===== src/hw/rtl/crpr_pkg.sv =====
`timescale 1ns / 1ps
`default_nettype none

package crpr_pkg;

   localparam int COORD_BITS      = 16;
   localparam int COUNT_BITS      = COORD_BITS - 1;
   localparam int PIXEL_BITS      = 8;
   localparam int TABLE_ADDR_BITS = 8;
   localparam int FRAME_ADDR_BITS = 16;
   localparam int CSR_INDEX_BITS  = 2;

   localparam logic [COORD_BITS-1:0] ROW_PIXELS   = 16'd320;
   localparam logic [COORD_BITS-1:0] LEFT_RESET   = 16'd0;
   localparam logic [COORD_BITS-1:0] RIGHT_RESET  = 16'd320;
   localparam logic [COORD_BITS-1:0] TOP_RESET    = 16'd0;

   // operation codes
   localparam logic [1:0] OP_TABLE_WR = 2'd0;
   localparam logic [1:0] OP_PIXEL_WR = 2'd1;
   localparam logic [1:0] OP_PIXEL_RD = 2'd2;
   localparam logic [1:0] OP_RECT     = 2'd3;

   // configuration register indexes
   localparam logic [CSR_INDEX_BITS-1:0] CSR_LEFT  = 2'd0;
   localparam logic [CSR_INDEX_BITS-1:0] CSR_RIGHT = 2'd1;
   localparam logic [CSR_INDEX_BITS-1:0] CSR_TOP   = 2'd2;

   typedef struct packed {
      logic [1:0]                 operation;
      logic [TABLE_ADDR_BITS-1:0] table_index;
      logic [FRAME_ADDR_BITS-1:0] pixel_address;
      logic [PIXEL_BITS-1:0]      write_value;
      logic [COORD_BITS-1:0]      rect_x;
      logic [COORD_BITS-1:0]      rect_y;
      logic [COORD_BITS-1:0]      rect_width;
      logic [COORD_BITS-1:0]      rect_height;
   } req_type;

   typedef struct packed {
      logic [PIXEL_BITS-1:0] read_value;
      logic                  status;
   } rsp_type;

   typedef struct packed {
      logic [COORD_BITS-1:0] start;
      logic [COORD_BITS-1:0] extent;
      logic [COORD_BITS-1:0] low;
      logic [COORD_BITS-1:0] high;
      logic                  upper;
   } clip_req_type;

   typedef struct packed {
      logic [COORD_BITS-1:0] start;
      logic [COORD_BITS-1:0] extent;
      logic                  fail;
   } clip_res_type;

   typedef enum logic [2:0] {
      ST_IDLE,
      ST_READ_WAIT,
      ST_CLIP_LO,
      ST_CLIP_HI,
      ST_BASE,
      ST_PIX_RD,
      ST_PIX_MAP,
      ST_PIX_WR
   } state_type;

endpackage

`default_nettype wire


===== src/hw/rtl/crpr_clip_step.sv =====
`timescale 1ns / 1ps
`default_nettype none

// One clip step on a span: the low limit or the exclusive high limit.
module crpr_clip_step
   import crpr_pkg::*;
(
   input  wire clip_req_type cmd,
   output clip_res_type      res
);

   logic [COORD_BITS-1:0] lo_diff;
   logic [COORD_BITS-1:0] lo_ext;
   logic [COORD_BITS-1:0] hi_end;
   logic [COORD_BITS-1:0] hi_diff;
   logic [COORD_BITS-1:0] hi_ext;

   always_comb begin
      lo_diff = cmd.start - cmd.low;
      lo_ext  = cmd.extent + lo_diff;
      hi_end  = cmd.start + cmd.extent;
      hi_diff = hi_end - cmd.high;
      hi_ext  = cmd.extent - hi_diff;

      res.start  = cmd.start;
      res.extent = cmd.extent;
      res.fail   = 1'b0;
      if (!cmd.upper) begin
         // start below the low limit: shorten and move to the limit
         if (lo_diff[COORD_BITS-1]) begin
            res.start  = cmd.low;
            res.extent = lo_ext;
            res.fail   = lo_ext[COORD_BITS-1] || (lo_ext == '0);
         end
      end else begin
         // end at or past the high limit: cut back
         if (!hi_diff[COORD_BITS-1]) begin
            res.extent = hi_ext;
            res.fail   = hi_ext[COORD_BITS-1] || (hi_ext == '0);
         end
      end
   end

endmodule

`default_nettype wire


===== config.mk =====
export PLATFORM = sky130hd
export DESIGN_NAME = crpr_clip_step
export DESIGN_NICKNAME = d
export VERILOG_FILES = /design/src/hw/rtl/crpr_pkg.sv /design/src/hw/rtl/crpr_clip_step.sv
export SDC_FILE = /design/constraint.sdc
export NUM_CORES = 1
export LEC_CHECK = 0
export BUFFER_PORTS_ARGS = -buffer_cell sky130_fd_sc_hd__clkbuf_2
export CAP_MARGIN = 20
export CORE_AREA = 2 2 101 84
export DETAILED_ROUTE_END_ITERATION = 10
export DIE_AREA = 0 0 103 86
export GPL_TIMING_DRIVEN = 0
export PLACE_DENSITY = 0.76
export SYNTH_ARGS = -nofsm -noshare
export SYNTH_HDL_FRONTEND = slang
export SYNTH_SLANG_ARGS = --single-unit

===== constraint.sdc =====
create_clock -name vclk -period 7.8
set_input_delay 1.56 -clock vclk [all_inputs]
set_output_delay 1.56 -clock vclk [all_outputs]
set_load 0.02 [all_outputs]

==> results of run 1 <==
cells by family after synthesis:
logic type	count (synthesis)	share of synthesized area, %
xor+xnor	44	9.19
compound gates	202	34.3
mux	2	0.537
simple gates	151	19.2
fa+ha+maj	79	26.8
buf+inv	106	9.91
power breakdown:
group / total (mW) / switching (mW) / internal (mW)
Clock: 0 / 0 / 0
Sequential: 0 / 0 / 0
Combinational: 1.12 / 0.674 / 0.447
Total: 1.12 / 0.674 / 0.447
cell usage after synthesis, types with 4 or more instances:
cell	instances	area, sq um
sky130_fd_sc_hd__inv_1	96	360
sky130_fd_sc_hd__ha_1	61	763
sky130_fd_sc_hd__a21oi_1	39	195
sky130_fd_sc_hd__o21ai_0	31	155
sky130_fd_sc_hd__xnor2_1	29	254
sky130_fd_sc_hd__nand2_1	28	105
sky130_fd_sc_hd__nor2_1	27	101
sky130_fd_sc_hd__a21o_1	24	180
sky130_fd_sc_hd__nand3_1	23	115
sky130_fd_sc_hd__fa_1	18	360
sky130_fd_sc_hd__nor3_1	16	80.1
sky130_fd_sc_hd__o21a_1	15	113
sky130_fd_sc_hd__xor2_1	15	131
sky130_fd_sc_hd__o221ai_1	13	114
sky130_fd_sc_hd__or3_1	12	75.1
sky130_fd_sc_hd__a211oi_1	10	75.1
sky130_fd_sc_hd__a311oi_1	8	70.1
sky130_fd_sc_hd__o21ai_1	7	35.0
sky130_fd_sc_hd__and2_1	6	37.5
sky130_fd_sc_hd__nor2b_1	6	37.5
sky130_fd_sc_hd__nor4_1	6	37.5
sky130_fd_sc_hd__o211ai_1	6	45.0
sky130_fd_sc_hd__o2111ai_1	5	43.8
sky130_fd_sc_hd__o21bai_1	5	37.5
sky130_fd_sc_hd__a31oi_1	4	25.0
sky130_fd_sc_hd__and3_1	4	25.0
sky130_fd_sc_hd__clkbuf_1	4	15.0
sky130_fd_sc_hd__o41ai_1	4	35.0
worst paths after layout:
path                  startpoint       to  slack, ns  depth (start not counted)
worst min-delay path     cmd[21]  res[21]       3.47                          4
worst max-delay path     cmd[49]   res[0]       0.24                         21
layout make-up:
cell class         count  area (sq um)  share of cell area (%)
plain buffers          8          47.5                   0.969
inverters             97           364                    7.42
multi-input cells    478          3860                    78.6
well taps            108           135                    2.75
repair buffers        99           505                    10.3
layer usage:
layer | global-route usage (%) | vias up | wire length, um
met4 | 6.58 | 0 | 292
met3 | 2.53 | 25 | 822
met2 | 48.6 | 170 | 5930
met5 | 0 | - | 0
li1 | - | 2339 | -
met1 | 40.2 | 2218 | 5800
what timing repair did:
item                                    4_1_cts  5_1_grt
gates resized for setup                       7       15
pin swaps                                     2        5
buffers inserted                              2        0
endpoints found under the setup margin        2        4
hold buffers                                  0        0
worst min-delay path, stage by stage:
cell and delay (ns):
sky130_fd_sc_hd__clkbuf_2 0.08, sky130_fd_sc_hd__inv_1 0.06, sky130_fd_sc_hd__o21ai_1 0.07, sky130_fd_sc_hd__clkbuf_2 0.15
stage by stage:
stage / hold WS, ns / instances / total power, mW / utilization [%] / TNS (ns)
after floorplan: 3.31 / 584 / 0.785 / - / 0
after global placement: 3.47 / 789 / 1.01 / 62.0 / -0.590
after detailed placement: 3.47 / 789 / 1.04 / 62.0 / -0.617
after CTS: 3.48 / 791 / 1.07 / 62.6 / 0
after global routing: 3.51 / 790 / 1.22 / 63.2 / 0
final: 3.47 / 790 / 1.12 / 63.2 / 0
==> results.env, run 1 <==
P_LEAK_nW=2.49
TIMING.FINAL.CRIT_PERIOD_NS=7.56
COUNT_OF_BOUNDARY_I_O_PINS=98
FIRST_GLOBAL_VIAS=4470
CRITICAL_PATH.ENDPOINT_TYPE='primary output'
N_ANTENNA_CELL=0
SLOWEST_DELAY_NS=0.43
DPL-INSTANCE-AREA_SQ_UM=4810
REQUIRED_TIME_WORST_ENDPOINT_NS=6.24
FILLCELLCOUNT=758
FP.COREAREA_SQ_UM=7760
BUFFER_PORTS.INSERTED=97
DETAILEDROUTE.FIRSTITERATIONVIOLATIONS=278
POST_DRT_VIA_CELL_RATIO=6.02
FMAX_GHz=0.132
INITIAL_UTILIZATION_PCT=54.0
CRIT_PATH_MAX_FANOUT=6
DESIGN.DIE.AREA_SQ_UM=8860
SYNTH.LIB_CELLS_USED.DISTINCT=71
FINALWEIGHTEDCONGESTION=0.977
YOSYSWARNINGS=0
STATUS='complete, no violations'
LAYOUT.CELLS.MOST_COMMON_LIST='95 x sky130_fd_sc_hd__inv_1, 95 x sky130_fd_sc_hd__clkbuf_2, 60 x sky130_fd_sc_hd__ha_1, 35 x sky130_fd_sc_hd__a21oi_1'
HPWL_DP_UM=11000
MAXIMUM_NUMBER_OF_PINS_ON_ONE_NET_BEFORE_GLOBAL_ROUTE_REPAIR=11
WORST_SETUP_PATH_START_KIND='primary input'
CRIT_ARRIVAL_NS=6.00
POST-ROUTE-DRC-COUNT=0
DIE-HEIGHT_UM=86
DRT.ANTENNA.VIOLATING_NETS=0
SYNTHESIS.AREA_PER_INSTANCE_SQ_UM=7.18
MAX_CAP_VIOLATIONS=0
DETAILEDROUTE.FIRSTPASSITERATIONCOUNT=5
POST-ROUTE-WORST-SETUP-SLACK_NS=0.236
CRITICAL_PATH_BUF_INV_COUNT=4
LAYOUT.SEQUENTIAL_CELLS=0
ANTENNA_FOUND_INITIAL=0
MAX-VDD-IR-DROP_mV=0.0924
GLOBAL_ROUTE_USAGE_OVER_ALL_LAYERS_PCT=29.0
WORST_SLEW_PIN_SLEW_NS=0.711
FINAL-SEQ-AREA_SQ_UM=0
NETLIST_AREA_SQ_UM=4190
VIA_COUNT=4752
PWR_DENSITY_CELL_nW_PER_UM2=228
WL_PER_CELL_UM=16.3
CRITICAL_PATH_CLASS='primary input to primary output'
SETUP_REPAIR_AFTER_GLOBAL_ROUTING_MISSED_ITS_MARGIN='no'
ROW_COUNT=29
WORST_PATH_MAX_DELAY_CELL='sky130_fd_sc_hd__fa_2'
DIE-WIDTH_UM=103
CRITICAL-PATH-TOP-DELAY-FAMILY='compound AO/OA/AOI/OAI gates'
LAYOUT-DRIVE-GT1-SHARE_PCT=20.5
PATH_COMMON_CELL='sky130_fd_sc_hd__ha_1'
RELATIVE_SLEW_SLACK_PCT=52.1
FINAL.PERIOD_UTILIZATION_PCT=97.0
POST_SYNTH_INST_COUNT=584
TIMING.FINAL.SETUP_VIOLATIONS=0
NUMBER_OF_CLOCK_BUFFER_INSTANCES_IN_THE_LAYOUT=0
NET_COUNT_SYNTH=728
FINAL_MAX_SLEW_VIOL_COUNT=0
GLOBALROUTEOVERFLOWTOTAL=0
MIN_PATH_TYPE='primary input to primary output'
CRITICAL_PATH.CELL_CHAIN='clkbuf_2 -> inv_1 -> ha_1 -> inv_1 -> ha_1 -> fa_2 -> a21o_1 -> a21oi_2 -> o21bai_1 -> a21o_1 -> xnor2_1 -> ha_1 -> nor4_1 -> o21ai_0 -> a31o_2 -> a311oi_2 -> o211ai_1 -> nor4_2 -> a21oi_1 -> o22ai_1 -> buf_4'
HOLD_VIOLATIONS=0
FINAL_NET_COUNT=828
SYNTH_SEQ_AREA_SHARE_PCT=0
GRT_FIRST_PASS_WIRELENGTH_UM=20800
FINAL_AREA_SQ_UM=4910
FLOW.AREA_GROWTH_FROM_SYNTHESIS_PCT=17.1
DP_SLACK_NS=-0.319
TOTALWIRELENGTH_UM=12800
Note: power is estimated with default switching activity, not from simulation.
==> run 2, diff against run 1 <==
- CORE_AREA: 2 2 101 84 -> 2 2 83 101
- DIE_AREA: 0 0 103 86 -> 0 0 85 103
- RECOVER_POWER: unset -> 100
==> run 2 against run 1 <==
Count of clock-buffer cells in the layout is the same. Setup slack got worse by 0.0039 ns. Die area down 1.2%. Final cell count decreased by 1.6%. Worst hold slack improved by 0.0013 ns.
==> results.env, run 2 (synthesized netlist as in run 1, its figures left out) <==
NUMBER_OF_CLOCK_BUFFER_INSTANCES_IN_THE_LAYOUT=0
PWR_DENSITY_CELL_nW_PER_UM2=223
STATUS='complete, no violations'
TOTAL_SWITCHING_POWER_mW=0.645
POST_DRT_VIA_CELL_RATIO=6.08
GRT_FIRST_PASS_WIRELENGTH_UM=20100
FMAX_GHz=0.132
CRITICAL_PATH_BUF_INV_COUNT=5
ANTENNA_FOUND_INITIAL=0
FINAL_NET_COUNT=828
FINAL-SEQ-AREA_SQ_UM=0
DIE-HEIGHT_UM=103
LAYOUT-DRIVE-GT1-SHARE_PCT=16.1
CRITICAL_PATH.ENDPOINT_TYPE='primary output'
CRIT_ARRIVAL_NS=6.01
FIRST_GLOBAL_VIAS=4529
P_LEAK_nW=2.41
DESIGN.DIE.AREA_SQ_UM=8760
TIMING.FINAL.SETUP_VIOLATIONS=0
WORST_PATH_MAX_DELAY_CELL='sky130_fd_sc_hd__fa_1'
RELATIVE_SLEW_SLACK_PCT=34.6
FLOW.AREA_GROWTH_FROM_SYNTHESIS_PCT=15.2
INITIAL_UTILIZATION_PCT=53.2
CRITICAL_PATH.CELL_CHAIN='clkbuf_2 -> inv_2 -> fa_1 -> inv_1 -> fa_1 -> a21o_1 -> a21oi_2 -> o21bai_1 -> a21o_1 -> a21oi_4 -> o21ai_0 -> a2111oi_0 -> a311oi_1 -> ha_1 -> inv_1 -> nor3_1 -> a31oi_1 -> a21boi_0 -> o211ai_1 -> a21oi_1 -> a21oi_1 -> o22ai_1 -> buf_4'
DRT.ANTENNA.VIOLATING_NETS=0
MIN_PATH_TYPE='primary input to primary output'
VIA_COUNT=4726
FINAL_MAX_SLEW_VIOL_COUNT=0
COUNT_OF_BOUNDARY_I_O_PINS=98
BUFFER_PORTS.INSERTED=97
FP.COREAREA_SQ_UM=7880
GLOBAL_ROUTE_USAGE_OVER_ALL_LAYERS_PCT=27.9
DIE-WIDTH_UM=85
MAX-VDD-IR-DROP_mV=0.137
CRITICAL-PATH-TOP-DELAY-FAMILY='compound AO/OA/AOI/OAI gates'
PWR-SHARE-CLK_PCT=0
GLOBALROUTEOVERFLOWTOTAL=0
POST-ROUTE-DRC-COUNT=0
N_ANTENNA_CELL=0
WORST_SLEW_PIN_SLEW_NS=0.977
HOLD_VIOLATIONS=0
MOSTFREQUENTLAYOUTCELL='sky130_fd_sc_hd__inv_1'
TIMING.FINAL.CRIT_PERIOD_NS=7.57
MAXIMUM_NUMBER_OF_PINS_ON_ONE_NET_BEFORE_GLOBAL_ROUTE_REPAIR=11
DETAILEDROUTE.FIRSTPASSITERATIONCOUNT=5
LAYOUT.CELLS.MOST_COMMON_LIST='95 x sky130_fd_sc_hd__inv_1, 73 x sky130_fd_sc_hd__clkbuf_2, 60 x sky130_fd_sc_hd__ha_1, 35 x sky130_fd_sc_hd__a21oi_1, 30 x sky130_fd_sc_hd__o21ai_0'
CRITICAL_PATH_CLASS='primary input to primary output'
FINAL_CELLS=777
WORST_SETUP_PATH_START_KIND='primary input'
WL_PER_CELL_UM=15.8
HOLD_START='cmd[21]'
ROW_COUNT=36
DETAILEDROUTE.FIRSTITERATIONVIOLATIONS=193
SLOWEST_DELAY_NS=0.53
P_SEQ_SHARE_PCT=0
HOLD-WORST-SLACK_NS=3.47
TOTALWIRELENGTH_UM=12300
REQUIRED_TIME_WORST_ENDPOINT_NS=6.24
FINALWEIGHTEDCONGESTION=0.948
CRIT_PATH_MAX_FANOUT=6
FINAL.PERIOD_UTILIZATION_PCT=97.0
LAYOUT.SEQUENTIAL_CELLS=0
DP_SLACK_NS=-0.235
SETUP.WORST_PATH.START='cmd[34]'
POST-ROUTE-WORST-SETUP-SLACK_NS=0.232
NUMPLACEDINSTANCES=776
MAX_CAP_VIOLATIONS=0
POWER.SHARE.COMBINATIONAL_PCT=100.0
SWSHARE_PCT=60.0
INTERNAL-POWER_mW=0.430
HPWL_DP_UM=10600
## run 2: changes by cell type in the layout (fill, tap and decap cells not counted), sizes merged
| cell | delta |
|---|---|
| buf | -3 |
| clkbuf | +3 |
## run 2: per-layer routing
| layer | part of all wire, % | routed length [um] | up-vias | global-route usage (%) |
|---|---|---|---|---|
| met1 | 42 | 5110 | 2161 | 33.6 |
| met4 | 5.1 | 624 | 0 | 12.6 |
| met5 | 0 | 0 | - | 0 |
| met2 | 48 | 5860 | 176 | 50.9 |
| li1 | - | - | 2351 | - |
| met3 | 5.7 | 701 | 38 | 1.76 |
## run 2: worst paths after layout
| check | depth (start not counted) | to | slack, ns |
|---|---|---|---|
| worst max-delay path | 23 | res[0] | 0.23 |
| worst min-delay path | 4 | res[21] | 3.47 |
## run 2: layout make-up
cell class,count,area (sq um)
timing repair buffer,99,474
inverter,97,364
multi-input combinational,478,3840
tap,95,119
fill,785,3050
buffer,8,32.5
## run 2: power by group through the flow
stage | combinational (mW) | sequential (mW) | clock (mW)
finish | 1.08 | 0 | 0
global route | 1.19 | 0 | 0
CTS | 1.03 | 0 | 0
detailed placement | 1.02 | 0 | 0
global placement | 0.995 | 0 | 0
floorplan | 0.785 | 0 | 0
## run 2: per-stage QoR
step	instance area (sq um)	util [%]	power [mW]	setup TNS (ns)
2_1_floorplan	4190	-	0.785	0
5_1_grt	4830	61.3	1.19	-0.0250
3_3_place_gp	4800	60.9	0.995	-0.261
6_report	4830	61.3	1.08	0
4_1_cts	4810	61.1	1.03	0
3_5_place_dp	4800	60.9	1.02	-0.421
## run 2: repair_timing
item / CTS / global route
setup endpoints to repair: 2 / 3
endpoints found under the hold margin: 0 / 0
pin swaps: 0 / 7
setup buffers: 0 / 2
resized for setup: 4 / 16
hold buffers: 0 / 0
cloned: 0 / 0
==> run 3, diff against run 2 <==
- CELL_PAD_IN_SITES_DETAIL_PLACEMENT: unset -> 2
- CELL_PAD_IN_SITES_GLOBAL_PLACEMENT: unset -> 2
- CORE_AREA: 2 2 83 101 -> 2 2 108 131
- DIE_AREA: 0 0 85 103 -> 0 0 110 133
- PLACE_DENSITY: 0.76 -> unset
- PLACE_DENSITY_LB_ADDON: unset -> 0.1
==> run 3 against run 2 <==
Critical path type unchanged. Setup slack lost 0.057 ns. Sequential share of layout area is the same. Largest power group unchanged. Final cell count grew 10%. Combinational power grew 11%. Total power grew 11%. Via count grew 2.7%. Cell area grew 4.8%. Core utilization shrank 24 points. Maximum frequency shrank 0.75%.
==> results.env, run 3 (synthesized netlist as in run 1, its figures left out) <==
MIN_DELAY_PATH_DEPTH=4
FINAL-SEQ-AREA_SQ_UM=0
NUMBER_OF_CLOCK_BUFFER_INSTANCES_IN_THE_LAYOUT=0
FINAL_CELLS=856
FINAL.PERIOD_UTILIZATION_PCT=97.8
PATH_COMMON_CELL='sky130_fd_sc_hd__a21o_1'
STATUS='complete, no violations'
COUNT_OF_BOUNDARY_I_O_PINS=98
TIMING.FINAL.CRIT_PERIOD_NS=7.62
CRIT_PATH_MAX_FANOUT=7
DETAILEDROUTE.FIRSTPASSITERATIONCOUNT=4
BUFFER_PORTS.INSERTED=97
FILLCELLCOUNT=1673
FINAL_AREA_SQ_UM=5060
TIMING.FINAL.SETUP_VIOLATIONS=0
INITIAL_UTILIZATION_PCT=31.1
DPL-INSTANCE-AREA_SQ_UM=4890
CRITICAL_PATH.ENDPOINT_TYPE='primary output'
REQUIRED_TIME_WORST_ENDPOINT_NS=6.24
REPORT.POWER.TOTAL_mW=1.20
CRIT_ARRIVAL_NS=6.06
TOTAL_NEGATIVE_SETUP_SLACKS_NS=0
WORST_PATH_MAX_DELAY_CELL='sky130_fd_sc_hd__fa_1'
FMAX_GHz=0.131
GRT_FIRST_PASS_WIRELENGTH_UM=27500
POST-ROUTE-WORST-SETUP-SLACK_NS=0.175
POST-ROUTE-DRC-COUNT=0
PWR_DENSITY_CELL_nW_PER_UM2=237
RELATIVE_SLEW_SLACK_PCT=21.8
HPWL_DP_UM=14700
LAYOUT.CELLS.MOST_COMMON_LIST='94 x sky130_fd_sc_hd__inv_1, 76 x sky130_fd_sc_hd__clkbuf_2, 57 x sky130_fd_sc_hd__ha_1, 34 x sky130_fd_sc_hd__a21oi_1, 30 x sky130_fd_sc_hd__o21ai_0'
FIRST_GLOBAL_VIAS=5290
FINAL_NET_COUNT=831
SLOWEST_DELAY_NS=0.52
ROW_COUNT=47
CRITICAL_PATH.CELL_CHAIN='clkbuf_4 -> inv_2 -> fa_1 -> inv_1 -> ha_1 -> a211oi_2 -> o21ai_2 -> a21o_1 -> a21o_1 -> a21o_1 -> a21oi_1 -> xor2_1 -> ha_4 -> o2111ai_1 -> a21o_1 -> a21o_1 -> a211oi_2 -> o211ai_1 -> nor4_2 -> a21oi_1 -> o22ai_1 -> buf_4'
MAX_CAP_VIOLATIONS=0
GLOBALROUTEOVERFLOWTOTAL=0
LAYOUT-DRIVE-GT1-SHARE_PCT=19.9
FINAL_MAX_SLEW_VIOL_COUNT=0
CRITICAL_PATH_CLASS='primary input to primary output'
P_LEAK_nW=2.45
WORST_SETUP_PATH_START_KIND='primary input'
DESIGN.DIE.AREA_SQ_UM=14600
MIN_PATH_TYPE='primary input to primary output'
POST_DRT_VIA_CELL_RATIO=5.67
MAX-VDD-IR-DROP_mV=0.134
DIE-HEIGHT_UM=133
CRITICAL-PATH-TOP-DELAY-FAMILY='compound AO/OA/AOI/OAI gates'
HOLD_VIOLATIONS=0
DIE-WIDTH_UM=110
DP_SLACK_NS=-0.803
MAXIMUM_NUMBER_OF_PINS_ON_ONE_NET_BEFORE_GLOBAL_ROUTE_REPAIR=11
DRT.ANTENNA.VIOLATING_NETS=0
N_ANTENNA_CELL=0
DETAILEDROUTE.FIRSTITERATIONVIOLATIONS=192
WORST_SLEW_PIN_SLEW_NS=1.17
FINALWEIGHTEDCONGESTION=0.853
VIA_COUNT=4854
FLOW.AREA_GROWTH_FROM_SYNTHESIS_PCT=20.8
FP.COREAREA_SQ_UM=13500
WL_PER_CELL_UM=19.8
LAYOUT.SEQUENTIAL_CELLS=0
PATH_DEPTH=22
MOSTFREQUENTLAYOUTCELL='sky130_fd_sc_hd__inv_1'
CRITICAL_PATH_BUF_INV_COUNT=4
NUMPLACEDINSTANCES=852
TOTALWIRELENGTH_UM=17000
ANTENNA_FOUND_INITIAL=0
GLOBAL_ROUTE_USAGE_OVER_ALL_LAYERS_PCT=23.6
-- run 3: power by group --
group          switching (mW)  internal [mW]  total (mW)
combinational           0.728          0.470        1.20
sequential                  0              0           0
clock                       0              0           0
total                   0.728          0.470        1.20
-- run 3: final cells by class --
cell class	instances	area, sq um	share of cell area, %
Inverter	97	364	7.19
Timing Repair Buffer	102	504	9.96
Multi-Input combinational cell	478	3940	77.8
Buffer	8	40.0	0.791
Tap cell	171	214	4.22
-- run 3: path summary, 6_finish.rpt --
check     from  endpoint  slack (ns)
min    cmd[20]   res[20]        3.48
max    cmd[34]    res[0]        0.18
-- run 3: metrics by stage --
stage | util [%] | hold slack (ns)
after CTS | 36.9 | 3.49
final | 37.6 | 3.48
after detailed placement | 36.3 | 3.48
after floorplan | - | 3.31
after global placement | 36.3 | 3.47
after global routing | 37.6 | 3.51
-- run 3: metal layers --
metal | GRT usage [%] | share of wire, % | vias up
li1 | - | - | 2335
met1 | 28.1 | 40 | 2379
met2 | 44.9 | 53 | 119
met3 | 1.63 | 4.0 | 21
met4 | 5.27 | 2.8 | 0
met5 | 0 | 0 | -
-- run 3: timing repair --
item                       4_1_cts  5_1_grt
setup endpoints to repair        5        2
gates resized for setup         14       26
buffers inserted                 2        3
hold buffers                     0        0
pin swaps                        4       11
